`src/rtl/bounded_list_insert_delete_search_top_defines.svh`:
```
// ----------------------------------------------------------------------------
// Bounded list assertion macros
// Shared concurrent assertion wrappers. Define ASSERT_OFF to compile them out.
// ----------------------------------------------------------------------------
`ifndef BOUNDED_LIST_INSERT_DELETE_SEARCH_TOP_DEFINES_SVH
`define BOUNDED_LIST_INSERT_DELETE_SEARCH_TOP_DEFINES_SVH

`ifndef ASSERT_OFF
// Checked on every rising clock edge outside of reset.
`define BLIST_ASSERT(label, clk, rst, prop, msg) \
   label: assert property (@(posedge clk) disable iff (rst) prop) else $error(msg);
// Checked on every rising clock edge, reset included.
`define BLIST_ASSERT_ALWAYS(label, clk, prop, msg) \
   label: assert property (@(posedge clk) prop) else $error(msg);
`else
`define BLIST_ASSERT(label, clk, rst, prop, msg)
`define BLIST_ASSERT_ALWAYS(label, clk, prop, msg)
`endif

`endif

```
`src/rtl/blist_pkg.sv`:
```
// ----------------------------------------------------------------------------
// Bounded list package
// Shared widths, operation and status codes, and controller/datapath links.
// ----------------------------------------------------------------------------
package blist_pkg;

   localparam int DEPTH_DEF       = 16;
   localparam int VALUE_WIDTH_DEF = 32;

   localparam int FUNC_W   = 2;
   localparam int POS_W    = 4;
   localparam int DATA_W   = 32;
   localparam int STATUS_W = 2;
   localparam int LEN_W    = 5;

   // Request tdata: func, position, value, padded to whole bytes.
   localparam int REQ_TDATA_W = 40;
   // Response tdata: status, found, length.
   localparam int RSP_TDATA_W = 8;

   typedef enum logic [FUNC_W-1:0] {
      FUNC_APPEND = 2'd0,
      FUNC_INSERT = 2'd1,
      FUNC_DELETE = 2'd2,
      FUNC_FIND   = 2'd3
   } func_type;

   typedef enum logic [STATUS_W-1:0] {
      STATUS_DONE  = 2'd0,
      STATUS_FULL  = 2'd1,
      STATUS_RANGE = 2'd2
   } status_type;

   // Commands from the controller to the datapath.
   typedef struct packed {
      logic       load;       // capture a request and set up the index
      logic       rd;         // read the entry beside the index, at it for find
      logic       wr_shift;   // write the read entry back at the index
      logic       find_step;  // compare the read entry with the key
      logic       wr_val;     // write the request value at the index, grow
      logic       cnt_dec;    // shrink the list by one
      logic       rsp_load;   // load the response register
      status_type code;       // status reported by rsp_load
   } cmd_type;

   // Status from the datapath to the controller.
   typedef struct packed {
      func_type func;
      logic     full;
      logic     range_bad;
      logic     more;
      logic     hit;
   } sts_type;

endpackage

```
`src/rtl/blist_dp.sv`:
```
// ----------------------------------------------------------------------------
// Bounded list datapath
// Entry memory, live count, sweep index, key compare and response register.
// ----------------------------------------------------------------------------
`include "bounded_list_insert_delete_search_top_defines.svh"

module blist_dp #(
   parameter int DEPTH       = blist_pkg::DEPTH_DEF,
   parameter int VALUE_WIDTH = blist_pkg::VALUE_WIDTH_DEF
) (
   input  logic                           clock,
   input  logic                           reset,
   input  blist_pkg::cmd_type             cmd,
   output blist_pkg::sts_type             sts,
   input  blist_pkg::func_type            req_func,
   input  logic [blist_pkg::POS_W-1:0]    req_position,
   input  logic [blist_pkg::DATA_W-1:0]   req_value,
   output blist_pkg::status_type          rsp_status,
   output logic                           rsp_found,
   output logic [blist_pkg::LEN_W-1:0]    rsp_length
);

   localparam int AW = $clog2(DEPTH);
   localparam int CW = $clog2(DEPTH + 1);
   localparam int PW = (CW > blist_pkg::POS_W) ? CW : blist_pkg::POS_W;
   localparam int LW = (CW > blist_pkg::LEN_W) ? CW : blist_pkg::LEN_W;

   logic [VALUE_WIDTH-1:0] entries_ff [DEPTH];
   logic [VALUE_WIDTH-1:0] rdata_ff;

   logic [CW-1:0]          count_ff, count_in;
   logic [CW-1:0]          idx_ff, idx_in;
   blist_pkg::func_type    func_ff, func_in;
   logic [PW-1:0]          pos_ff, pos_in;
   logic [VALUE_WIDTH-1:0] val_ff, val_in;
   logic                   hit_ff, hit_in;

   blist_pkg::status_type  rsp_status_ff, rsp_status_in;
   logic                   rsp_found_ff, rsp_found_in;
   logic [blist_pkg::LEN_W-1:0] rsp_length_ff, rsp_length_in;

   logic [PW-1:0]          cnt_pw;
   logic [PW-1:0]          idx_pw;
   logic [CW:0]            idx_next_wide;
   logic [CW-1:0]          rd_idx;
   logic [LW-1:0]          len_ext;

   assign cnt_pw        = PW'(count_ff);
   assign idx_pw        = PW'(idx_ff);
   assign idx_next_wide = (CW + 1)'(idx_ff) + (CW + 1)'(1);
   assign len_ext       = LW'(count_ff);

   // Status toward the controller.
   always_comb begin
      sts.func = func_ff;
      sts.full = (count_ff == CW'(DEPTH));
      sts.hit  = (rdata_ff == val_ff);
      unique case (func_ff)
         blist_pkg::FUNC_INSERT: begin
            sts.range_bad = (pos_ff > cnt_pw);
            sts.more      = (idx_pw > pos_ff);
            rd_idx        = idx_ff - CW'(1);
         end
         blist_pkg::FUNC_DELETE: begin
            sts.range_bad = (pos_ff >= cnt_pw);
            sts.more      = (idx_next_wide < (CW + 1)'(count_ff));
            rd_idx        = idx_ff + CW'(1);
         end
         blist_pkg::FUNC_FIND: begin
            sts.range_bad = 1'b0;
            sts.more      = (idx_ff < count_ff);
            rd_idx        = idx_ff;
         end
         default: begin
            sts.range_bad = 1'b0;
            sts.more      = 1'b0;
            rd_idx        = idx_ff;
         end
      endcase
   end

   // Next-state logic of the working registers.
   always_comb begin
      count_in      = count_ff;
      idx_in        = idx_ff;
      func_in       = func_ff;
      pos_in        = pos_ff;
      val_in        = val_ff;
      hit_in        = hit_ff;
      rsp_status_in = rsp_status_ff;
      rsp_found_in  = rsp_found_ff;
      rsp_length_in = rsp_length_ff;

      if (cmd.wr_val) begin
         count_in = count_ff + CW'(1);
      end else if (cmd.cnt_dec) begin
         count_in = count_ff - CW'(1);
      end

      if (cmd.load) begin
         func_in = req_func;
         pos_in  = PW'(req_position);
         val_in  = VALUE_WIDTH'(req_value);
         hit_in  = 1'b0;
         // Insert sweeps down from the end, delete up from the position.
         unique case (req_func)
            blist_pkg::FUNC_APPEND: idx_in = count_ff;
            blist_pkg::FUNC_INSERT: idx_in = count_ff;
            blist_pkg::FUNC_DELETE: idx_in = CW'(req_position);
            default:                idx_in = '0;
         endcase
      end else if (cmd.wr_shift) begin
         idx_in = (func_ff == blist_pkg::FUNC_INSERT) ? (idx_ff - CW'(1))
                                                      : (idx_ff + CW'(1));
      end else if (cmd.find_step) begin
         idx_in = idx_ff + CW'(1);
         hit_in = sts.hit;
      end

      if (cmd.rsp_load) begin
         rsp_status_in = cmd.code;
         rsp_found_in  = hit_ff;
         rsp_length_in = len_ext[blist_pkg::LEN_W-1:0];
      end
   end

   always_ff @(posedge clock) begin
      if (reset) begin
         count_ff <= '0;
      end else begin
         count_ff <= count_in;
      end
   end

   always_ff @(posedge clock) begin
      idx_ff        <= idx_in;
      func_ff       <= func_in;
      pos_ff        <= pos_in;
      val_ff        <= val_in;
      hit_ff        <= hit_in;
      rsp_status_ff <= rsp_status_in;
      rsp_found_ff  <= rsp_found_in;
      rsp_length_ff <= rsp_length_in;
   end

   // Single write port, single registered read port.
   always_ff @(posedge clock) begin
      if (cmd.wr_shift || cmd.wr_val) begin
         entries_ff[idx_ff[AW-1:0]] <= cmd.wr_val ? val_ff : rdata_ff;
      end
      if (cmd.rd) begin
         rdata_ff <= entries_ff[rd_idx[AW-1:0]];
      end
   end

   assign rsp_status = rsp_status_ff;
   assign rsp_found  = rsp_found_ff;
   assign rsp_length = rsp_length_ff;

   `BLIST_ASSERT(a_count_bound, clock, reset, (count_ff <= CW'(DEPTH)), "live count above capacity")
   `BLIST_ASSERT(a_wr_in_range, clock, reset, ((cmd.wr_shift || cmd.wr_val) |-> (idx_ff < CW'(DEPTH))), "memory write beyond capacity")
   `BLIST_ASSERT(a_dec_nonempty, clock, reset, (cmd.cnt_dec |-> (count_ff != '0)), "delete shrank an empty list")

endmodule

```
`src/rtl/blist_ctrl.sv`:
```
// ----------------------------------------------------------------------------
// Bounded list controller
// Sequences each request through checks, memory sweeps and the response.
// ----------------------------------------------------------------------------
`include "bounded_list_insert_delete_search_top_defines.svh"

module blist_ctrl (
   input  logic               clock,
   input  logic               reset,
   input  logic               req_tvalid,
   output logic               req_tready,
   output logic               rsp_tvalid,
   input  logic               rsp_tready,
   input  blist_pkg::sts_type sts,
   output blist_pkg::cmd_type cmd
);

   typedef enum logic [7:0] {
      ST_IDLE    = 8'b0000_0001,
      ST_DECIDE  = 8'b0000_0010,
      ST_READ    = 8'b0000_0100,
      ST_SHIFT   = 8'b0000_1000,
      ST_COMPARE = 8'b0001_0000,
      ST_PUT     = 8'b0010_0000,
      ST_SHRINK  = 8'b0100_0000,
      ST_RESPOND = 8'b1000_0000
   } state_type;

   state_type             state_ff, state_in;
   blist_pkg::status_type code_ff, code_in;
   logic                  rsp_valid_ff, rsp_valid_in;

   always_comb begin
      state_in = state_ff;
      code_in  = code_ff;
      cmd      = '0;
      cmd.code = code_ff;

      unique case (state_ff)
         ST_IDLE: begin
            if (req_tvalid) begin
               cmd.load = 1'b1;
               state_in = ST_DECIDE;
            end
         end
         ST_DECIDE: begin
            code_in = blist_pkg::STATUS_DONE;
            unique case (sts.func)
               blist_pkg::FUNC_APPEND: begin
                  if (sts.full) begin
                     code_in  = blist_pkg::STATUS_FULL;
                     state_in = ST_RESPOND;
                  end else begin
                     state_in = ST_PUT;
                  end
               end
               blist_pkg::FUNC_INSERT: begin
                  // A full list is reported ahead of a bad position.
                  if (sts.full) begin
                     code_in  = blist_pkg::STATUS_FULL;
                     state_in = ST_RESPOND;
                  end else if (sts.range_bad) begin
                     code_in  = blist_pkg::STATUS_RANGE;
                     state_in = ST_RESPOND;
                  end else if (sts.more) begin
                     state_in = ST_READ;
                  end else begin
                     state_in = ST_PUT;
                  end
               end
               blist_pkg::FUNC_DELETE: begin
                  if (sts.range_bad) begin
                     code_in  = blist_pkg::STATUS_RANGE;
                     state_in = ST_RESPOND;
                  end else if (sts.more) begin
                     state_in = ST_READ;
                  end else begin
                     state_in = ST_SHRINK;
                  end
               end
               default: begin
                  state_in = sts.more ? ST_READ : ST_RESPOND;
               end
            endcase
         end
         ST_READ: begin
            cmd.rd   = 1'b1;
            state_in = (sts.func == blist_pkg::FUNC_FIND) ? ST_COMPARE : ST_SHIFT;
         end
         ST_SHIFT: begin
            cmd.wr_shift = 1'b1;
            state_in     = ST_DECIDE;
         end
         ST_COMPARE: begin
            cmd.find_step = 1'b1;
            state_in      = sts.hit ? ST_RESPOND : ST_DECIDE;
         end
         ST_PUT: begin
            cmd.wr_val = 1'b1;
            state_in   = ST_RESPOND;
         end
         ST_SHRINK: begin
            cmd.cnt_dec = 1'b1;
            state_in    = ST_RESPOND;
         end
         ST_RESPOND: begin
            // Wait only while an earlier response is still unclaimed.
            if (!rsp_valid_ff || rsp_tready) begin
               cmd.rsp_load = 1'b1;
               state_in     = ST_IDLE;
            end
         end
         default: begin
            state_in = ST_IDLE;
         end
      endcase

      rsp_valid_in = cmd.rsp_load | (rsp_valid_ff & ~rsp_tready);
   end

   always_ff @(posedge clock) begin
      if (reset) begin
         state_ff     <= ST_IDLE;
         code_ff      <= blist_pkg::STATUS_DONE;
         rsp_valid_ff <= 1'b0;
      end else begin
         state_ff     <= state_in;
         code_ff      <= code_in;
         rsp_valid_ff <= rsp_valid_in;
      end
   end

   assign req_tready = (state_ff == ST_IDLE);
   assign rsp_tvalid = rsp_valid_ff;

   `BLIST_ASSERT(a_no_overwrite, clock, reset, (cmd.rsp_load |-> (!rsp_valid_ff || rsp_tready)), "response overwritten before taken")
   `BLIST_ASSERT(a_put_not_full, clock, reset, (cmd.wr_val |-> !sts.full), "value written into a full list")
   `BLIST_ASSERT(a_one_command, clock, reset, $onehot0({cmd.load, cmd.rd, cmd.wr_shift, cmd.find_step, cmd.wr_val, cmd.cnt_dec, cmd.rsp_load}), "several commands in one cycle")

endmodule

```
`src/rtl/bounded_list_insert_delete_search_top.sv`:
```
// ----------------------------------------------------------------------------
// Bounded list with insert, delete and search
// Fixed-capacity ordered list held in a memory with one write and one read
// port, one request at a time, one response per request.
// ----------------------------------------------------------------------------
// Each request carries an operation (append, insert at a position, delete
// at a position, find a value) and returns one response with a status
// (done, list full, position out of range), a found flag and the list length
// after the operation. The list lives in a memory with one write port and
// one registered read port, so insert and delete move one entry per step and
// find reads one entry per step; each step passes through check, read, and
// write or compare. The next request can be accepted at the edge after its
// predecessor's response is loaded, even if that response has not yet been
// taken; a new response waits only if the previous one is still unclaimed.
// No clearing pass is needed after reset: only live entries are ever read.
// ----------------------------------------------------------------------------
module bounded_list_insert_delete_search_top #(
   parameter int DEPTH       = blist_pkg::DEPTH_DEF,
   parameter int VALUE_WIDTH = blist_pkg::VALUE_WIDTH_DEF
) (
   input  logic                                clock,
   input  logic                                reset,
   // Request channel.
   input  logic                                req_tvalid,
   output logic                                req_tready,
   // func [1:0], position [5:2], value [37:6], zero pad [39:38].
   input  logic [blist_pkg::REQ_TDATA_W-1:0]   req_tdata,
   // Response channel.
   output logic                                rsp_tvalid,
   input  logic                                rsp_tready,
   // status [1:0], found [2], length [7:3].
   output logic [blist_pkg::RSP_TDATA_W-1:0]   rsp_tdata
);

   blist_pkg::cmd_type               cmd;
   blist_pkg::sts_type               sts;

   blist_pkg::func_type              req_func;
   logic [blist_pkg::POS_W-1:0]      req_position;
   logic [blist_pkg::DATA_W-1:0]     req_value;

   blist_pkg::status_type            rsp_status;
   logic                             rsp_found;
   logic [blist_pkg::LEN_W-1:0]      rsp_length;

   // Unpack the request fields; the top pad bits carry nothing.
   assign req_func     = blist_pkg::func_type'(req_tdata[1:0]);
   assign req_position = req_tdata[5:2];
   assign req_value    = req_tdata[37:6];

   // Pack the response fields, lowest field in the lowest bits.
   assign rsp_tdata = {rsp_length, rsp_found, rsp_status};

   // The controller owns the handshakes and the step sequence.
   blist_ctrl u_ctrl (
      .clock      (clock),
      .reset      (reset),
      .req_tvalid (req_tvalid),
      .req_tready (req_tready),
      .rsp_tvalid (rsp_tvalid),
      .rsp_tready (rsp_tready),
      .sts        (sts),
      .cmd        (cmd)
   );

   // The datapath holds the list, the count and the response register.
   blist_dp #(
      .DEPTH       (DEPTH),
      .VALUE_WIDTH (VALUE_WIDTH)
   ) u_dp (
      .clock        (clock),
      .reset        (reset),
      .cmd          (cmd),
      .sts          (sts),
      .req_func     (req_func),
      .req_position (req_position),
      .req_value    (req_value),
      .rsp_status   (rsp_status),
      .rsp_found    (rsp_found),
      .rsp_length   (rsp_length)
   );

endmodule

```
`config.mk`:
```
export PLATFORM = sky130hd
export DESIGN_NAME = bounded_list_insert_delete_search_top
export DESIGN_NICKNAME = d
export VERILOG_FILES = /design/src/rtl/blist_pkg.sv /design/src/rtl/blist_dp.sv /design/src/rtl/blist_ctrl.sv /design/src/rtl/bounded_list_insert_delete_search_top.sv
export VERILOG_INCLUDE_DIRS = /design/src /design/src/rtl
export SDC_FILE = /design/constraint.sdc
export NUM_CORES = 1
export LEC_CHECK = 0
export BUFFER_PORTS_ARGS = -buffer_cell sky130_fd_sc_hd__buf_2
export CAP_MARGIN = 20
export CORE_AREA = 4 4 235 237
export CTS_BUF_LIST = sky130_fd_sc_hd__clkbuf_16
export DETAILED_ROUTE_END_ITERATION = 8
export DIE_AREA = 0 0 239 241
export PLACE_DENSITY_LB_ADDON = 0.1
export SLEW_MARGIN = 20
export SYNTH_ARGS = -nofsm -noshare
export SYNTH_HDL_FRONTEND = slang
export SYNTH_HIERARCHICAL = 1
export SYNTH_SLANG_ARGS = --single-unit
```
`constraint.sdc`:
```
create_clock -name clock -period 7.35 [get_ports clock]
set_input_delay 0.3675 -clock clock [delete_from_list [all_inputs] [get_ports clock]]
set_output_delay 0.3675 -clock clock [all_outputs]
set_load 0.05 [all_outputs]
```
# Yosys cells after proc, flatten, opt, wreduce, memory -nomap -nowiden
# Memories as Yosys holds them, arrays and structs flattened. A register that Yosys moved wholly into a read port is not among the register bits.
# Index checks and enable logic that the tools add are counted.
[totals] regBits=68 ram_bits=512 in_bits=44 out_inout_bits=10 n_memories=1
[classes] addsub=5 n_lt_le_gt_ge=5 n_eq_ne=17 n_mux=38 n_bitwise=4 reduce_logical=11
[memory_table] name="u_dp.entries_ff" depth=16 width=32 rd=1 rd_clocked_by_memory_dff=1 wr=1 line_no="blist_dp.sv:28" source="logic [VALUE_WIDTH-1:0] entries_ff [DEPTH];"
[ops] operator="two-way mux 8 bit" count=8
[ops] operator="one-hot mux 8 bit (7 select lines)" count=1
[ops] operator="two-way mux 5 bit" count=7
[ops] operator="== test 32 bit" count=1
[ops] operator="two-way mux 32 bit" count=1
[ops] operator="one-hot mux 8 bit (3 select lines)" count=1
[ops] operator="two-way mux 1 bit" count=12
[ops] operator="one-hot mux 2 bit (3 select lines)" count=2
[ops] operator="adder 5 x 1 -> 5 bit (second input constant)" count=2
[ops] operator="one-hot mux 5 bit (2 select lines)" count=1
[ops] operator="subtractor 5 x 1 -> 5 bit (second input constant)" count=2
[ops] operator="== test 8 x 1 -> 1 bit (second input constant)" count=1
[ops] operator="== test 8 x 2 -> 1 bit (second input constant)" count=1
[ops] operator="== test 8 x 3 -> 1 bit (second input constant)" count=1
[ops] operator="== test 8 x 4 -> 1 bit (second input constant)" count=1
[ops] operator="== test 8 x 5 -> 1 bit (second input constant)" count=1
[ops] operator="== test 8 x 6 -> 1 bit (second input constant)" count=1
[ops] operator="== test 8 x 7 -> 1 bit (second input constant)" count=1
[ops] operator="== test 8 bit (second input constant)" count=1
[ops] operator="one-hot mux 4 bit (2 select lines)" count=1
[ops] operator="two-way mux 7 bit" count=1
[ops] operator="adder 5 x 1 -> 6 bit (second input constant)" count=1
[ops] operator="== test 2 bit (second input constant)" count=3
[ops] operator="< comparator 6 x 5 -> 1 bit" count=1
[ops] operator="20 further kinds" count=27

# Depth between registers and ports, before layout
[depth] word_depth=8 depth_mapped=12 depth_no_buf=12

# Hierarchy
# The synthesis kept the hierarchy.
[modules_own_cells] mod="blist_dp" n_inst=1 cells_each=1113 area_per_inst_um2=24030.5 seq_area_each_um2=17987.3
[modules_own_cells] mod="blist_ctrl" n_inst=1 cells_each=80 area_per_inst_um2=719.4 seq_area_each_um2=220.2
[modules_own_cells] mod="bounded_list_insert_delete_search_top" n_inst=1 cells_each=1 area_per_inst_um2=7.5 seq_area_each_um2=0.0

# Worst setup path before layout
# OpenSTA, ideal clock, no wires.
[synth_path] kind="register to register" start="reg u_ctrl.state_ff[4]" end="reg u_dp.idx_ff[0], data pin" arrival_ns=3.353 slack_ns=3.729 stages_incl_launch_ff=8 path_buffers=0 period_less_slack_ns=3.621 path_cell_list="dfxtp_1 nor4_2 nand2_1 nor3b_2 and2_1 inv_1 a221oi_1 a21oi_1"
[synth_lines] element="start, declared" line_no="blist_ctrl.sv:29" source="state_type state_ff, state_in;"
[synth_lines] element="start signal, assigned" line_no="blist_ctrl.sv:127" source="state_ff <= state_in;"
[synth_lines] element="end signal, assigned" line_no="blist_dp.sv:136" source="idx_ff <= idx_in;"
[synth_lines] element="end, declared" line_no="blist_dp.sv:32" source="logic [CW-1:0] idx_ff, idx_in;"

# Worst setup path after layout
[layout_path] start="reg u_dp.func_ff[1]" end="reg u_dp.rdata_ff[31], read port of u_dp.entries_ff, data pin"
[layout_between] elab_chain_cells=2
[layout_lines] element="start, declared" line_no="blist_dp.sv:33" source="blist_pkg::func_type func_ff, func_in;"
[layout_lines] element="start signal, assigned" line_no="blist_dp.sv:137" source="func_ff <= func_in;"
[layout_lines] element="== test 2 bit or == test 2 x 1 -> 1 bit (tied branches)" line_no="blist_dp.sv:58" source="unique case (func_ff)"
[layout_lines] element="one-hot mux 4 bit (2 select lines) *" line_no="blist_dp.sv:58"
[layout_lines] element="end, declared" line_no="blist_dp.sv:29" source="logic [VALUE_WIDTH-1:0] rdata_ff;"
# Mark *: on every way between the ends. The rest lies on a longest branch, timed or not.
# A chain may end at the register's enable or synchronous reset.

==> impl_metrics.toml <==
[setup_path]
end_kind = "flip-flop"
r2r_slack_ns = 3.57
r2r_end = "u_dp/rdata_ff[31]"
reg2regPathDepth = 8
timing.rr.start = "u_dp/func_ff[1]"
cp.required_ns = 7.66
crit_path_end = "u_dp/rdata_ff[31]"
crit_path_start = "u_dp/func_ff[1]"
cp_max_fo = 68
crit_type = "reg -> reg"
start_kind = "flip-flop"
worstPathArrival_ns = 4.09

[sta]
drv_slew = 0
max_freq_ghz = 0.265
hold_viol = 0
rsz0062_at_grt = "no"
setup_viol = 0
finClkSkew_ns = 0.0179
period_share = 0.514
slew_headroom = 0.400
worstMarginPinSlew_ns = 0.892
min_period_ns = 3.78
setup-tns-final_ns = 0

[power]
p_total_uw = 9010
p_leak_uw = 0.00944
powerDensity_nw_per_um2 = 318
vdd.ir_drop.worst_mv = 0.273

[yosys]
synthesis.nets = 1268
ys_top_cells_by_area = "edfxtp_1, mux4_2, mux2i_1"
yosysWarnings = 6
synth-compound-area-share = 0.0162
avgSynthCellArea_um2 = 20.7
ys.flop_type = "edfxtp_1"
synth_xor_area_frac = 0.0159
synth.yosys.seq_area_share = 0.735
synth_adder_area_share = 0.0155
synth_top_area_frac = 0.722
synth_top_family_by_area = "multiplexers"
syn_area_um2 = 24800
ys_types = 60
synthArstFlopShare = 0
yosysTopAreaCell = "edfxtp_1"
synth_edf_count = 595
ys_ff_latch = 612
netlist_instances = 1194
synth-simple-area-share = 0.0281
synth_mux_area_frac = 0.172

[die]
die_y_um = 241
core_region_area_um2 = 53300
dieArea_um2 = 57600
rows = 85
initial_core_util = 0.465
die_w_um = 239
io_pins = 54

[cts]
cts_tree = "built"
postCtsSetupRepairBufs = 0
cts_inserted_buffers = 67
cts-root-buf = "clkbuf_16"
clk_pin_slew_worst_paths_ns = 0.06
htree_levels = 3
clockBufferDepth = 3
clk_latency_ns = 0.60
cts.sinks = 612

[final_layout]
ff_latch_area_um2 = 18200
diodes = 0
drive_gt1_frac = 0.257
final_cell_mix = "edfxtp_1, mux4_2, mux2i_1"
finalNetCount = 1400
layout_commonest_cell = "edfxtp_1"
multi_input_area_um2 = 6200
area_delta_synth_final_pct = 14.3
nFillCells = 4191
final_area_um2 = 28300

[grt]
gr-total-overflow = 0
antenna_found_initial = 0
grt_start_max_net_pins = 129
grt_usage = 0.195
grt_pass1_wl_um = 81700
grt_pass1_vias = 12400

[job]
drv_cap = 0

[detailed_routing]
ant_nets = 0
avgViaCountPerCell = 5.70
wl_per_cell_um = 26.6
first_pass_iters = 5
vias = 11800
drtIter0Drc = 802
routed_wl_um = 55100
drc_errors = 0

[hold_path]
hp-class = "in -> reg"
hold_depth = 1

[placed_design]
dp.final_hpwl_um = 26000
port_buffers = 51
placed_area_um2 = 25800
place.gp.congestion = 0.765

[status]
run_status = "completed"
## through the flow
step | util | std cells | setup slack [ns] | hold WS (ns)
2_1_floorplan | - | 1194 | 3.73 | 0.408
3_3_place_gp | 0.485 | 1916 | 3.54 | 0.417
3_5_place_dp | 0.485 | 1916 | 3.50 | 0.422
4_1_cts | 0.531 | 2071 | 3.48 | 0.0194
5_1_grt | 0.531 | 2071 | 3.21 | 0.0108
6_report | 0.531 | 2071 | 3.57 | 0.0328
## registers in the layout, summed over array words and instances (netlist names)
register,flops
u_dp/rsp_status,2
u_ctrl/code_ff,2
u_dp/rdata_ff,32
u_dp/func_ff,2
u_dp/rsp_found,1
u_dp/rsp_length,5
u_dp/pos_ff,4
u_ctrl/rsp_tvalid,1
u_dp/hit_ff,1
u_dp/val_ff,32
u_dp/idx_ff,5
u_ctrl/state_ff,8
u_dp/entries_ff,512
u_dp/cnt_pw,5
## repair_timing
item                       CTS  global route
gates resized for setup      0             0
hold buffers                37             0
setup endpoints to repair    0             0
hold endpoints to repair    37             0
## per-layer routing
layer	track usage	vias up	wire length [um]
met5	0	-	0
met4	0.0537	0	982
met3	0.0312	73	2430
met2	0.331	249	28000
met1	0.266	6305	23700
li1	-	5178	-
## worst max-delay path, stage by stage, from the launching register on
cell      delay [ns]
edfxtp_1        0.57
inv_1           0.11
ha_1            0.43
o21ai_1         0.16
mux2_8          0.68
buf_12          0.58
mux4_2          0.58
mux2i_1         0.20
mux2i_1         0.10
## kinds of logic (layout without fill, tap and decap cells)
family	Yosys count	in the layout
mux	261	261
fa+ha+maj	30	30
xor+xnor	45	45
simple gates	111	111
flops	612	612
buf+inv	71	252
compound gates	64	64
## cell usage after synthesis (all sizes together), types with 5 or more instances
cell and number:
xor2 40, mux2i 99, a21o 6, nor3 7, and2 19, dfxtp 17, mux4 128, o21ai 16
nor2 22, nor4 14, mux2 34, edfxtp 595, nand2 12, ha 29, xnor2 5, clkbuf 17
inv 22, a21oi 21, buf 32, nor3b 6, nor4b 6
## report_power, final
part	internal [uW]	switching [uW]	leakage (uW)
Clock	1870	1310	0.00107
Sequential	3900	72.5	0.00551
Combinational	913	931	0.00286
## area by class of cell
cell class,count,share of cell area
clock buffers,69,0.0610
clock inverters,49,0.0129
inverters,22,0.00292
multi-input cells,511,0.219
flip-flops and latches,612,0.644
well taps,696,0.0308
repair buffers,112,0.0294
## worst min path at each step
stage | startpoint | endpoint | slack, ns
CTS | req_tdata[17] | u_dp/val_ff[11] | 0.02
finish | req_tdata[17] | u_dp/val_ff[11] | 0.03
floorplan | u_dp/hit_ff | u_dp/rsp_found | 0.41
global placement | u_ctrl/code_ff[1] | u_dp/rsp_status[1] | 0.42
global route | req_tdata[17] | u_dp/val_ff[11] | 0.01
detailed placement | u_ctrl/code_ff[1] | u_dp/rsp_status[1] | 0.42
Note: power is estimated with default switching activity, not from simulation.
